## config.mk

```make
export PLATFORM = sky130hd
export DESIGN_NAME = run_length_byte_decoder_top
export DESIGN_NICKNAME = d
export VERILOG_FILES = /design/src/rtl/core/rld_pkg.sv /design/src/rtl/core/rld_front.sv /design/src/rtl/core/rld_queue.sv /design/src/rtl/core/rld_back.sv /design/src/rtl/core/run_length_byte_decoder_top.sv
export SDC_FILE = /design/constraint.sdc
export NUM_CORES = 1
export LEC_CHECK = 0
export BUFFER_PORTS_ARGS = -buffer_cell sky130_fd_sc_hd__buf_2
export CORE_UTILIZATION = 50
export CTS_CLUSTER_DIAMETER = 50
export DETAILED_ROUTE_END_ITERATION = 12
export GPL_TIMING_DRIVEN = 0
export HOLD_SLACK_MARGIN = 0.06
export PLACE_DENSITY = 0.68
export SYNTH_ARGS = -nofsm -noshare
export SYNTH_HDL_FRONTEND = slang
export SYNTH_SLANG_ARGS = --single-unit
export TNS_END_PERCENT = 1
```

## constraint.sdc

```tcl
create_clock -name i_clk -period 4.65 [get_ports i_clk]
set_input_delay 0 -clock i_clk [delete_from_list [all_inputs] [get_ports i_clk]]
set_output_delay 0 -clock i_clk [all_outputs]
set_load 0.02 [all_outputs]
```

## src/rtl/core/rld_pkg.sv

```systemverilog
package rld_pkg;

    // Depth of the command queue between the front and back parts.
    localparam int unsigned QUEUE_DEPTH = 4;
    localparam int unsigned QUEUE_AW    = $clog2(QUEUE_DEPTH);

    // Length byte that marks end of data.
    localparam logic [7:0] EOD_CODE = 8'd128;

    // Decoder phases.
    localparam logic [1:0] PH_WAIT = 2'd0;
    localparam logic [1:0] PH_LIT  = 2'd1;
    localparam logic [1:0] PH_REP  = 2'd2;

    // One encoded input transaction.
    typedef struct packed {
        logic [7:0] code_byte;
        logic       buffer_end;
    } t_in;

    // One decoded result transaction.
    typedef struct packed {
        logic [7:0] out_byte0;
        logic [7:0] out_byte1;
        logic [7:0] out_byte2;
        logic [7:0] out_byte3;
        logic [2:0] valid_count;
        logic       last_of_run;
        logic       end_of_data;
    } t_out;

    // Command from the front part: emit data_byte count times, or an end marker.
    typedef struct packed {
        logic [7:0] data_byte;
        logic [7:0] count;
        logic       eod;
    } t_cmd;

endpackage

```

## src/rtl/core/rld_front.sv

```systemverilog
module rld_front import rld_pkg::*; (
    input  logic i_clk,
    input  logic i_rst_n,
    input  logic i_in_valid,
    input  t_in  i_in_data,
    input  logic i_queue_full,
    output logic o_in_stall,
    output logic o_push,
    output t_cmd o_cmd
);

    logic [1:0] r_phase;
    logic [1:0] n_phase;
    logic [6:0] r_lit_left;
    logic [6:0] n_lit_left;
    logic [7:0] r_rep_count;
    logic [7:0] n_rep_count;
    logic       accept;
    logic [7:0] b;

    // The queue must have room before a transaction is taken.
    assign o_in_stall = i_queue_full;
    assign accept     = i_in_valid && !i_queue_full;
    assign b          = i_in_data.code_byte;

    // Classify the byte by phase and work out the next phase.
    always_comb begin
        n_phase     = r_phase;
        n_lit_left  = r_lit_left;
        n_rep_count = r_rep_count;
        o_push      = 1'b0;
        o_cmd       = '0;
        case (r_phase)
            PH_LIT: begin
                o_push          = accept;
                o_cmd.data_byte = b;
                o_cmd.count     = 8'd1;
                if (r_lit_left == 7'd0) begin
                    n_phase = PH_WAIT;
                end else begin
                    n_lit_left = r_lit_left - 7'd1;
                end
            end
            PH_REP: begin
                o_push          = accept;
                o_cmd.data_byte = b;
                o_cmd.count     = r_rep_count;
                n_rep_count     = 8'd0;
                n_phase         = PH_WAIT;
            end
            default: begin
                if (b < EOD_CODE) begin
                    n_lit_left = b[6:0];
                    n_phase    = PH_LIT;
                end else if (b > EOD_CODE) begin
                    // 257 minus the length byte, kept in eight bits.
                    n_rep_count = ~b + 8'd2;
                    n_phase     = PH_REP;
                end else begin
                    o_push    = accept;
                    o_cmd.eod = 1'b1;
                    n_phase   = PH_WAIT;
                end
            end
        endcase
        // The last byte of a buffer drops any open literal or run.
        if (i_in_data.buffer_end) begin
            n_phase     = PH_WAIT;
            n_lit_left  = 7'd0;
            n_rep_count = 8'd0;
        end
    end

    // Decoder state advances only on an accepted transaction.
    always_ff @(posedge i_clk) begin
        if (!i_rst_n) begin
            r_phase     <= PH_WAIT;
            r_lit_left  <= 7'd0;
            r_rep_count <= 8'd0;
        end else if (accept) begin
            r_phase     <= n_phase;
            r_lit_left  <= n_lit_left;
            r_rep_count <= n_rep_count;
        end
    end

endmodule

```

## src/rtl/core/rld_queue.sv

```systemverilog
module rld_queue import rld_pkg::*; (
    input  logic i_clk,
    input  logic i_rst_n,
    input  logic i_push,
    input  t_cmd i_cmd,
    input  logic i_pop,
    output t_cmd o_cmd,
    output logic o_full,
    output logic o_empty
);

    t_cmd                r_slot [QUEUE_DEPTH];
    logic [QUEUE_AW-1:0] r_wr_ptr;
    logic [QUEUE_AW-1:0] r_rd_ptr;
    logic [QUEUE_AW:0]   r_count;
    logic                do_push;
    logic                do_pop;

    assign o_full  = (r_count == (QUEUE_AW+1)'(QUEUE_DEPTH));
    assign o_empty = (r_count == '0);
    assign do_push = i_push && !o_full;
    assign do_pop  = i_pop && !o_empty;
    assign o_cmd   = r_slot[r_rd_ptr];

    // Command storage.
    always_ff @(posedge i_clk) begin
        if (do_push) begin
            r_slot[r_wr_ptr] <= i_cmd;
        end
    end

    // Pointers and fill level.
    always_ff @(posedge i_clk) begin
        if (!i_rst_n) begin
            r_wr_ptr <= '0;
            r_rd_ptr <= '0;
            r_count  <= '0;
        end else begin
            if (do_push) begin
                r_wr_ptr <= r_wr_ptr + 1'b1;
            end
            if (do_pop) begin
                r_rd_ptr <= r_rd_ptr + 1'b1;
            end
            if (do_push && !do_pop) begin
                r_count <= r_count + 1'b1;
            end else if (do_pop && !do_push) begin
                r_count <= r_count - 1'b1;
            end
        end
    end

endmodule

```

## src/rtl/core/rld_back.sv

```systemverilog
module rld_back import rld_pkg::*; #(
    parameter int unsigned LANES = 4
) (
    input  logic i_clk,
    input  logic i_rst_n,
    input  logic i_empty,
    input  t_cmd i_cmd,
    output logic o_pop,
    input  logic i_out_stall,
    output logic o_out_valid,
    output t_out o_out_data
);

    // Bytes per result: the lane count limited to the four byte fields.
    localparam int unsigned LW = (LANES < 1) ? 1 : ((LANES > 4) ? 4 : LANES);

    logic       r_active;
    logic [7:0] r_left;
    logic [7:0] r_byte;
    logic       r_out_valid;
    t_out       r_out;
    logic       out_free;
    logic       emit;
    logic [7:0] cur_left;
    logic [7:0] cur_byte;
    logic       cur_eod;
    logic [7:0] chunk;
    logic [7:0] rem;
    t_out       n_out;

    assign out_free = !r_out_valid || !i_out_stall;
    assign o_pop    = out_free && !r_active && !i_empty;
    assign emit     = out_free && (r_active || !i_empty);

    // Source of the next result: a run in progress or a fresh command.
    assign cur_left = r_active ? r_left : i_cmd.count;
    assign cur_byte = r_active ? r_byte : i_cmd.data_byte;
    assign cur_eod  = r_active ? 1'b0   : i_cmd.eod;
    assign chunk    = (cur_left > 8'(LW)) ? 8'(LW) : cur_left;
    assign rem      = cur_left - chunk;

    // Build one result; lanes beyond the count read as zero.
    always_comb begin
        n_out             = '0;
        n_out.out_byte0   = (chunk > 8'd0) ? cur_byte : 8'd0;
        n_out.out_byte1   = (chunk > 8'd1) ? cur_byte : 8'd0;
        n_out.out_byte2   = (chunk > 8'd2) ? cur_byte : 8'd0;
        n_out.out_byte3   = (chunk > 8'd3) ? cur_byte : 8'd0;
        n_out.valid_count = chunk[2:0];
        n_out.last_of_run = (rem == 8'd0);
        n_out.end_of_data = cur_eod;
    end

    // Run tracking and output register.
    always_ff @(posedge i_clk) begin
        if (!i_rst_n) begin
            r_active    <= 1'b0;
            r_out_valid <= 1'b0;
        end else if (out_free) begin
            r_out_valid <= emit;
            if (emit) begin
                r_active <= (rem != 8'd0);
            end
        end
    end

    always_ff @(posedge i_clk) begin
        if (out_free && emit) begin
            r_out  <= n_out;
            r_left <= rem;
            r_byte <= cur_byte;
        end
    end

    assign o_out_valid = r_out_valid;
    assign o_out_data  = r_out;

endmodule

```

## src/rtl/core/run_length_byte_decoder_top.sv

```systemverilog
// Path: a literal or repeat byte is registered in the command queue, then in the output register.
// Throughput: one byte per cycle for length and literal bytes while the command queue is not full;
// a repeat byte of run N is split by the back part into results of min(LANES, 4) bytes, while the four-entry
// command queue keeps taking input bytes until it fills.
// Reset: synchronous, active low; clears phase, counters, queue and output valid.
module run_length_byte_decoder_top import rld_pkg::*; #(
    parameter int unsigned LANES = 4
) (
    input  logic i_clk,
    input  logic i_rst_n,
    input  logic i_in_valid,
    input  t_in  i_in_data,
    output logic o_in_stall,
    output logic o_out_valid,
    output t_out o_out_data,
    input  logic i_out_stall
);

    logic push;
    logic pop;
    logic full;
    logic empty;
    t_cmd push_cmd;
    t_cmd pop_cmd;

    // Front part: accepts bytes and turns them into commands.
    rld_front u_front (
        .i_clk        (i_clk),
        .i_rst_n      (i_rst_n),
        .i_in_valid   (i_in_valid),
        .i_in_data    (i_in_data),
        .i_queue_full (full),
        .o_in_stall   (o_in_stall),
        .o_push       (push),
        .o_cmd        (push_cmd)
    );

    // Command queue between the two parts.
    rld_queue u_queue (
        .i_clk   (i_clk),
        .i_rst_n (i_rst_n),
        .i_push  (push),
        .i_cmd   (push_cmd),
        .i_pop   (pop),
        .o_cmd   (pop_cmd),
        .o_full  (full),
        .o_empty (empty)
    );

    // Back part: expands commands into lane-wide results.
    rld_back #(
        .LANES (LANES)
    ) u_back (
        .i_clk       (i_clk),
        .i_rst_n     (i_rst_n),
        .i_empty     (empty),
        .i_cmd       (pop_cmd),
        .o_pop       (pop),
        .i_out_stall (i_out_stall),
        .o_out_valid (o_out_valid),
        .o_out_data  (o_out_data)
    );

endmodule

```

==> results of run 1 <==
==> cell usage after synthesis (all sizes together), types with 2 or more instances <==
cell and instances:
nor3 12, ha 11, o211ai 3, nand2 13, o21a 3, and3 6, xor2 4, xnor2 5
nor2 59, a21boi 4, or3 5, a21o 5, o21ai 17, dfxtp 28, a31o 2, inv 24
buf 6, nor2b 18, o31ai 4, mux4 14, mux2i 28, and2 31, nand2b 4, mux2 5
clkbuf 7, edfxtp 121, nand4 2, nor4 2, a21oi 12, nor3b 2
==> cell usage in the layout (no fill, tap or decap), types with 4 or more instances in the layout <==
| master | count |
|---|---|
| nand2_1 | 13 |
| ha_1 | 11 |
| edfxtp_1 | 121 |
| clkinv_2 | 5 |
| a21oi_1 | 9 |
| o21ai_0 | 16 |
| clkbuf_1 | 9 |
| xnor2_1 | 5 |
| clkbuf_16 | 19 |
| mux4_2 | 14 |
| dlygate4sd3_1 | 13 |
| nor2b_1 | 18 |
| nor3_1 | 11 |
| buf_2 | 54 |
| dfxtp_1 | 28 |
| a21o_1 | 5 |
| o31ai_1 | 4 |
| or3_1 | 5 |
| nor2_1 | 57 |
| nand2b_1 | 4 |
| a21boi_0 | 4 |
| mux2_2 | 4 |
| and3_1 | 6 |
| mux2i_1 | 28 |
| xor2_1 | 4 |
| inv_1 | 23 |
| and2_1 | 30 |
==> cells by family after synthesis <==
group / after synthesis / share of synthesized area
compound gates: 61 / 0.0682
fa+ha+maj: 12 / 0.0243
flops: 149 / 0.645
simple gates: 157 / 0.124
buf+inv: 37 / 0.0243
other cells: 1 / 0.000577
mux: 47 / 0.101
xor+xnor: 9 / 0.0121
==> final timing paths <==
path | from | endpoint | cells after the start
max | flop | u_back.r_active$_SDFFE_PN0P_ | 12
min | i_in_data[5] | u_queue.r_slot[3][13]$_DFFE_PP_ | 2
max reg2reg | flop | u_back.r_active$_SDFFE_PN0P_ | 12
min reg2reg | u_front.r_rep_count[7]$_SDFFE_PN0P_ | u_front.r_rep_count[7]$_SDFFE_PN0P_ | 2
==> final cells by class <==
cell class	instances	area (um^2)	share of cell area
buffer	13	67.6	0.00876
clock buffer	21	483	0.0626
clock inverter	11	97.6	0.0127
inverter	24	90.1	0.0117
multi-input combinational	287	2150	0.279
sequential	149	4190	0.544
tap	172	215	0.0279
timing repair buffer	65	413	0.0535
==> worst max-delay path: stages (launching register included) <==
cell and delay (ns):
dfxtp_1 0.32, buf_6 0.16, mux4_2 0.53, mux2i_1 0.35
and2_2 0.31, and3_1 0.23, inv_2 0.11, nand2_1 0.09
ha_1 0.29, o21a_1 0.22, a31o_2 0.13, o211ai_1 0.13
o41a_1 0.39
==> flip-flops by register name, indices dropped and copies added, names as in the netlist, named ones only <==
| signal | cells |
|---|---|
| u_back.o_out_data | 37 |
| u_back.o_out_valid | 1 |
| u_back.r_active | 1 |
| u_back.r_byte | 8 |
| u_back.r_left | 8 |
| u_front.r_lit_left | 7 |
| u_front.r_phase | 2 |
| u_front.r_rep_count | 8 |
| u_queue.r_count | 3 |
| u_queue.r_rd_ptr | 2 |
| u_queue.r_slot | 68 |
| u_queue.r_wr_ptr | 2 |
==> metrics by stage <==
step                utilization  cell area [um^2]  setup slack, ns
CTS                       0.611              7710             1.26
floorplan                     -              6500            0.573
finish                    0.611              7710             1.27
global route              0.611              7710             1.05
detailed placement        0.555              7000             1.29
global placement          0.552              6970           -0.798
==> routing by layer <==
metal / share of wire / track usage / vias up
li1: - / - / 1913
met1: 0.45 / 0.253 / 1903
met2: 0.48 / 0.320 / 108
met3: 0.048 / 0.0513 / 16
met4: 0.018 / 0.0880 / 0
met5: 0 / 0 / -
==> power groups by stage <==
stage	logic [W]	clock network (W)	registers [W]
2_1_floorplan	0.000973	0	0.00230
3_3_place_gp	0.00159	0	0.00208
3_5_place_dp	0.00169	0	0.00206
4_1_cts	0.00172	0.00134	0.00204
5_1_grt	0.00186	0.00140	0.00207
6_report	0.00170	0.00132	0.00203
==> run metrics, run 1 <==
routed vias 3940; DP HPWL 8.27 mm; Worst Skew 0.00489 ns; Setup Viol. Count Final 0; Num CTS Buffers 17; first drt pass iteration count 4; Netlist cell types 56; Core Region 0.0126 mm^2; number of flops mapped to enable cells by yosys 121; first-pass GRT wire length 19.6 mm; Core Rows 41; Root Driver clkbuf_16; Worst setup SP type flop; DRC Markers 0; maximum clock insertion buffer count 2; f_max 296 MHz; Layout Nets 582; Worst Tran Pin Value 0.930 ns; share of synthesized registers carrying an async set or reset 0; initial antenna violation count 0; synthesized area per cell 13.7 um^2; number of port buffers 51; Fin Hold WS 0.0951 ns; clock power share 0.262; Worst VDD drop 0.000381 V; FILL cells 1011; Pwr Density 655 mW/mm^2; die width 116 um; Synth Flop Type edfxtp_1; ratio of cells with drive above 1 in the final layout 0.214; Syn Inst Count 473; Final Hold Viols 0; vias in the first global route 3899; area leader, netlist edfxtp_1; classification of the worst-slack hold path in2reg; Worst Path Required 4.95 ns; flop-to-flop setup slack 1.27 ns; Critical Path AT 3.68 ns; Routed Antenna Nets 0; largest net degree at the start of global routing 31; Cell Area, Synth 0.00650 mm^2; TritonCTS Sinks 149; GRT Resource Usage Total 0.198; WL/cell 16.2 um; post-route insts no fill 742; Flop pwr share 0.402; starting density of the core 0.515; synthesized netlist net count 498; Clock Pin Slew Worst Setup and Hold Paths 0.06 ns; RSZ-0062 raised after global routing false; Switch Pwr 0.00170 W; post-synth top area share 0.559; Final Slew Violations 0; switching fraction of total power 0.336; post_cts resized 0; status finished clean; synth warn 0; vias per cell 5.31; diode count 0; clock latency on the worst-skew pair 0.42 ns; crit share post-route 0.726; GP Congestion 0.867; Relative slew margins 0.380; die area 0.0135 mm^2; leakage power 2.91 nW; I/O pin cnt 52; Die H 116 um; routed wire length 12.0 mm; H-tree depth 4; maxcap violations 0; Post-CTS Setup Repair Bufs 0; Yosys reg bits 149; post-synthesis sequential area ratio 0.645; CP max FO 9; combinational fraction of design power 0.336; Initial DRC Count 231; CTS tree done; area grow syn2layout 18.7%; Final Critical Period 3.38 ns; Inst Count DP 697; Critical Path End Type flop; overall power 0.00505 W; total negative setup slack 0 ns; Post-CTS Hold Buffers 13; gr ovfl total 0; kind of critical path reg2reg; top cells by area, synth edfxtp_1, dfxtp_1, mux4_2; Int Pwr 0.00336 W
Power figures use the tool's default switching activity.
==> run 2: changes to the inputs <==
Clock period 4.65 ns to 3.24 ns, I/O delays scaled along.
==> run 2 against run 1 <==
Against the previous run:
- die area stayed put
- clock skew is 0.0088 ns higher
- fmax increased by 9.2%
- setup slack got worse by 1.1 ns
- sequential power is 45% higher
- count of clock-buffer cells in the layout is 2 lower
- first-iteration DRC count is 23% higher
- critical path depth unchanged
- clock power rose by 45%
- sequential share of layout area down 0.30 points
- register-to-register slack lost 1.1 ns
- largest power group unchanged
- highest routed layer unchanged
==> run metrics, run 2 (synthesized netlist as in run 1, its figures left out) <==
Setup WS post-layout 0.148 ns (was 1.27 ns); Critical Path AT 3.39 ns (was 3.68 ns); hold_sp i_in_data[5] (unchanged); starting density of the core 0.515 (unchanged); die width 116 um (unchanged); CP delay by family, top compound AO/OA/AOI/OAI gates (was multiplexers); Final Slew Violations 0 (unchanged); largest net degree at the start of global routing 30 (was 31); Num CTS Buffers 17 (unchanged); Crit-path slowest cell mux4_2 (unchanged); total negative setup slack 0 ns (unchanged); RSZ-0062 raised after global routing false (unchanged); dpl cell area 0.00700 mm^2 (unchanged); most flop-heavy register u_queue.r_slot (unchanged); ratio of cells with drive above 1 in the final layout 0.223 (was 0.214); Critical Path End Type flop (unchanged); overall power 0.00731 W (was 0.00505 W); maxcap violations 0 (unchanged); gr ovfl total 0 (unchanged); status finished clean (unchanged); commonest non-fill, non-tap cells in the layout edfxtp_1, nor2_1, buf_2 (unchanged); Inst Count DP 697 (unchanged); flop-to-flop setup slack 0.15 ns (was 1.27 ns); first-pass GRT wire length 19.1 mm (was 19.6 mm); post-route insts no fill 742 (unchanged); f_max 323 MHz (was 296 MHz); crit share post-route 0.954 (was 0.726); die area 0.0135 mm^2 (unchanged); Root Driver clkbuf_16 (unchanged); reg2reg end u_back.r_active$_SDFFE_PN0P_ (unchanged); initial antenna violation count 0 (unchanged); area grow syn2layout 19.4% (was 18.7%); leakage power 2.91 nW (about the same); clock latency on the worst-skew pair 0.43 ns (was 0.42 ns); TritonCTS Sinks 149 (unchanged); I/O pin cnt 52 (unchanged); Die H 116 um (unchanged); CTS tree done (unchanged); vias per cell 5.25 (was 5.31); Initial DRC Count 284 (was 231); Worst VDD drop 0.000558 V (was 0.000381 V); Layout Nets 582 (unchanged); routed vias 3898 (was 3940); CP Depth 12 (unchanged); routed wire length 11.9 mm (was 12.0 mm); DRC Markers 0 (unchanged); GRT Resource Usage Total 0.194 (was 0.198); classification of the worst-slack hold path in2reg (unchanged); WP buf/inv 2 (unchanged); Core Region 0.0126 mm^2 (unchanged); WL/cell 16.0 um (was 16.2 um); Worst Reg-to-Reg Cells 12 (unchanged); Final Critical Period 3.09 ns (was 3.38 ns); CP max FO 9 (unchanged); Core Rows 41 (unchanged); Worst Tran Pin Value 0.914 ns (was 0.930 ns); maximum clock insertion buffer count 2 (unchanged); Worst Skew 0.0137 ns (was 0.00489 ns); DP HPWL 8.07 mm (was 8.27 mm); Final Hold Viols 0 (unchanged); most common cell after layout, fill and taps aside edfxtp_1 (unchanged); Critical Path Max Stage Delay 0.56 ns (was 0.53 ns); worst-path cell chain buf_6 -> mux4_2 -> mux2i_4 -> and2_4 -> and3_1 -> inv_2 -> nand2_1 -> ha_4 -> o21a_1 -> a31o_2 -> o211ai_1 -> o41a_1 (was buf_6 -> mux4_2 -> mux2i_1 -> and2_2 -> and3_1 -> inv_2 -> nand2_1 -> ha_1 -> o21a_1 -> a31o_2 -> o211ai_1 -> o41a_1); Pwr Density 943 mW/mm^2 (was 655 mW/mm^2); Worst Setup EP u_back.r_active$_SDFFE_PN0P_ (unchanged); Relative slew margins 0.389 (was 0.380); number of port buffers 51 (unchanged); Worst setup SP type flop (unchanged); Routed Antenna Nets 0 (unchanged); Clock Pin Slew Worst Setup and Hold Paths 0.06 ns (about the same); Setup WS pre-CTS -0.0979 ns (was 1.29 ns); final instance area 0.00776 mm^2 (was 0.00771 mm^2); diode count 0 (unchanged); max reg flops 68 (unchanged); H-tree depth 4 (unchanged); kind of critical path reg2reg (unchanged); Worst Path Required 3.54 ns (was 4.95 ns); first drt pass iteration count 4 (unchanged); vias in the first global route 3798 (was 3899); Setup Viol. Count Final 0 (unchanged); GP Congestion 0.879 (was 0.867)
-- run 2: cell count changes in the layout (fill, tap and decap cells not counted), sizes merged --
cell | before | now
clkbuf | 28 | 25
clkinv | 8 | 5
bufinv | 1 | 2
clkinvlp | 1 | 2
inv | 25 | 28
buf | 58 | 59
-- run 2: worst min-delay path by stage --
stage / endpoint / slack, ns / depth (start not counted)
after global placement: u_back.o_out_valid$_SDFFE_PN0N_ / 0.27 / 3
final: u_queue.r_slot[1][13]$_DFFE_PP_ / 0.08 / 2
after detailed placement: u_back.o_out_valid$_SDFFE_PN0N_ / 0.28 / 3
after CTS: u_queue.r_slot[1][13]$_DFFE_PP_ / 0.08 / 2
after floorplan: u_front.r_phase[0]$_SDFFE_PN0P_ / 0.13 / 1
after global routing: u_queue.r_slot[1][13]$_DFFE_PP_ / 0.1 / 2
-- run 2: cell type report --
cell class	instances	area, um^2
well taps	172	215
multi-input cells	287	2190
clock inverters	13	146
plain buffers	12	65.1
repair buffers	66	420
fillers	985	4860
clock buffers	19	433
inverters	24	90.1
flip-flops and latches	149	4190
-- run 2: report_power, final --
part	internal, W	leakage (nW)	switching (W)
clock	0.00114	0.279	0.000770
combinational	0.000938	1.20	0.00152
sequential	0.00277	1.43	0.000169
total	0.00485	2.91	0.00246
-- run 2: per-layer routing --
layer  part of all wire  wire, um  track usage
met5                  0         0            0
met4              0.017       201       0.0889
met2               0.48      5680        0.310
met3              0.037       443       0.0523
met1               0.47      5530        0.248
-- run 2: through the flow --
| stage | util | hold WS [ns] |
|---|---|---|
| 6_report | 0.615 | 0.0814 |
| 5_1_grt | 0.615 | 0.0959 |
| 4_1_cts | 0.612 | 0.0804 |
| 3_5_place_dp | 0.555 | 0.279 |
| 3_3_place_gp | 0.552 | 0.273 |
| 2_1_floorplan | - | 0.128 |
-- run 2: timing repair --
item                       in CTS  in global routing
setup buffers                   1                  0
pin swaps                       1                  0
hold buffers                   13                  0
setup endpoints to repair      27                  2
hold endpoints to repair       33                  0
gates resized for setup         3                  5
==> run 3: changes to the inputs <==
Settings changed: ABC_AREA set to 0, CELL_PAD_IN_SITES_DETAIL_PLACEMENT set to 0, CELL_PAD_IN_SITES_GLOBAL_PLACEMENT set to 1, CORE_UTILIZATION 50 to 49, PLACE_DENSITY 0.68 to 0.75.
==> run 3 against run 2 <==
Against the previous run:
- sequential power barely moved
- combinational power about the same
- via count is 0.31% lower
- critical path depth unchanged
- clock power is essentially flat
- critical endpoint unchanged
- largest power group unchanged
- highest routed layer unchanged
==> run metrics, run 3 (synthesized netlist as in run 1, its figures left out) <==
status finished clean (unchanged); clock power share 0.259 (was 0.261); Final Slew Violations 0 (unchanged); DP HPWL 8.14 mm (was 8.07 mm); routed vias 3886 (was 3898); total negative setup slack 0 ns (unchanged); Critical Path End Type flop (unchanged); clock latency on the worst-skew pair 0.42 ns (was 0.43 ns); maxcap violations 0 (unchanged); die width 117 um (was 116 um); most common cell after layout, fill and taps aside edfxtp_1 (unchanged); final instance area 0.00775 mm^2 (was 0.00776 mm^2); Root Driver clkbuf_16 (unchanged); Worst Path Required 3.55 ns (was 3.54 ns); DRC Markers 0 (unchanged); Final Critical Period 3.08 ns (was 3.09 ns); I/O pin cnt 52 (unchanged); max reg flops 68 (unchanged); f_max 325 MHz (was 323 MHz); Critical Path AT 3.39 ns (about the same); Critical Path Max Stage Delay 0.56 ns (about the same); Switch Pwr 0.00245 W (was 0.00246 W); RSZ-0062 raised after global routing true (was false); GRT Resource Usage Total 0.196 (was 0.194); switching fraction of total power 0.337 (about the same); crit share post-route 0.949 (was 0.954); TritonCTS Sinks 149 (unchanged); ratio of cells with drive above 1 in the final layout 0.219 (was 0.223); diode count 0 (unchanged); worst-path cell chain buf_6 -> mux4_2 -> mux2i_4 -> and2_4 -> and3_2 -> inv_2 -> nand2_1 -> ha_4 -> o21a_1 -> a31o_2 -> o211ai_1 -> o41a_1 (was buf_6 -> mux4_2 -> mux2i_4 -> and2_4 -> and3_1 -> inv_2 -> nand2_1 -> ha_4 -> o21a_1 -> a31o_2 -> o211ai_1 -> o41a_1); most flop-heavy register u_queue.r_slot (unchanged); initial antenna violation count 0 (unchanged); Pwr Density 938 mW/mm^2 (was 943 mW/mm^2); Final Hold Viols 0 (unchanged); WL/cell 16.3 um (was 16.0 um); Relative slew margins 0.343 (was 0.389); H-tree depth 4 (unchanged); Num CTS Buffers 17 (unchanged); vias per cell 5.23 (was 5.25); Die H 117 um (was 116 um); Setup Viol. Count Final 0 (unchanged); commonest non-fill, non-tap cells in the layout edfxtp_1, nor2_1, buf_2 (unchanged); classification of the worst-slack hold path in2reg (unchanged); CP max FO 9 (unchanged); hold_sp i_in_valid (was i_in_data[5]); Core Region 0.0128 mm^2 (was 0.0126 mm^2); WHS Endpoint u_queue.r_wr_ptr[1]$_SDFFE_PN0P_ (was u_queue.r_slot[1][13]$_DFFE_PP_); Worst Skew 0.00773 ns (was 0.0137 ns); number of port buffers 51 (unchanged); Core Rows 41 (unchanged); leakage power 2.90 nW (was 2.91 nW); starting density of the core 0.509 (was 0.515); hold path cells 5 (was 2); first-pass GRT wire length 19.3 mm (was 19.1 mm); Flop pwr share 0.403 (was 0.402); fin util 0.607 (was 0.615); first drt pass iteration count 5 (was 4); reg2reg end u_back.r_active$_SDFFE_PN0P_ (unchanged); Worst Tran Pin Value 0.986 ns (was 0.914 ns); kind of critical path reg2reg (unchanged); Worst VDD drop 0.000530 V (was 0.000558 V); area grow syn2layout 19.3% (was 19.4%); GP Congestion 0.844 (was 0.879); overall power 0.00727 W (was 0.00731 W); Crit-path slowest cell mux4_2 (unchanged); largest net degree at the start of global routing 37 (was 30); maximum clock insertion buffer count 2 (unchanged); routed wire length 12.1 mm (was 11.9 mm); flop-to-flop setup slack 0.16 ns (was 0.15 ns); die area 0.0137 mm^2 (was 0.0135 mm^2); vias in the first global route 3716 (was 3798); CTS tree done (unchanged); Int Pwr 0.00482 W (was 0.00485 W); gr ovfl total 0 (unchanged); Worst setup SP type flop (unchanged); Clock Pin Slew Worst Setup and Hold Paths 0.06 ns (about the same); Layout Nets 583 (was 582); Initial DRC Count 331 (was 284); dpl cell area 0.00700 mm^2 (about the same); combinational fraction of design power 0.337 (about the same); Routed Antenna Nets 0 (unchanged); Worst Reg-to-Reg Cells 12 (unchanged)
-- run 3: worst max-delay path, delay by kind of cell, from the launching register on --
kind	cells	cell delay, ns
AO/OA/AOI/OAI	4	0.84
multiplexers	2	0.78
AND/OR/NAND/NOR	3	0.58
flip-flops	1	0.33
buffers and inverters	2	0.25
adder cells (fa/ha/maj)	1	0.19
-- run 3: stage by stage --
step | std cells | hold WS [ns] | worst slack [ns]
after CTS | 744 | 0.192 | 0.00403
final | 743 | 0.216 | 0.164
after floorplan | 473 | 0.128 | 0.0378
after global placement | 696 | 0.277 | -1.10
after global routing | 743 | 0.291 | -0.00743
after detailed placement | 697 | 0.276 | -0.105
-- run 3: area by class of cell --
cell class | count | area (um^2)
timing repair buffer | 67 | 423
buffer | 12 | 63.8
multi-input combinational | 287 | 2200
inverter | 24 | 90.1
clock inverter | 13 | 134
clock buffer | 19 | 433
sequential | 149 | 4190
tap | 172 | 215
fill | 1012 | 5020
-- run 3: repair_timing --
action	CTS	global route
hold buffers	14	0
hold endpoints to repair	35	0
setup endpoints to repair	2	39
buffers inserted	1	0
gates resized for setup	3	6
-- run 3: metal layers --
metal  part of all wire  vias up  GRT usage
met5                  0        -          0
met4              0.013        0     0.0810
met3              0.039       13     0.0536
met2               0.50       94      0.323
met1               0.45     1872      0.246
li1                   -     1907          -
-- run 3: power by group through the flow --
stage / clock network [W] / registers [W] / logic [W]
global route: 0.00199 / 0.00298 / 0.00272
CTS: 0.00191 / 0.00291 / 0.00246
detailed placement: 0 / 0.00295 / 0.00241
global placement: 0 / 0.00297 / 0.00231
floorplan: 0 / 0.00328 / 0.00140
finish: 0.00189 / 0.00293 / 0.00245
-- run 3: worst max-delay path by stage --
stage / slack, ns / to / cells after the start / from
after detailed placement: -0.10 / u_back.r_active$_SDFFE_PN0P_ / 12 / flop
after global placement: -1.10 / u_back.o_out_data[27]$_SDFFCE_PP0P_ / 5 / u_back.r_active$_SDFFE_PN0P_
after floorplan: 0.04 / u_back.o_out_data[0]$_SDFFCE_PP0P_ / 5 / u_back.r_active$_SDFFE_PN0P_
after CTS: 0.004 / u_back.r_active$_SDFFE_PN0P_ / 12 / flop
after global routing: -0.007 / u_back.r_active$_SDFFE_PN0P_ / 12 / flop
final: 0.16 / u_back.r_active$_SDFFE_PN0P_ / 12 / flop
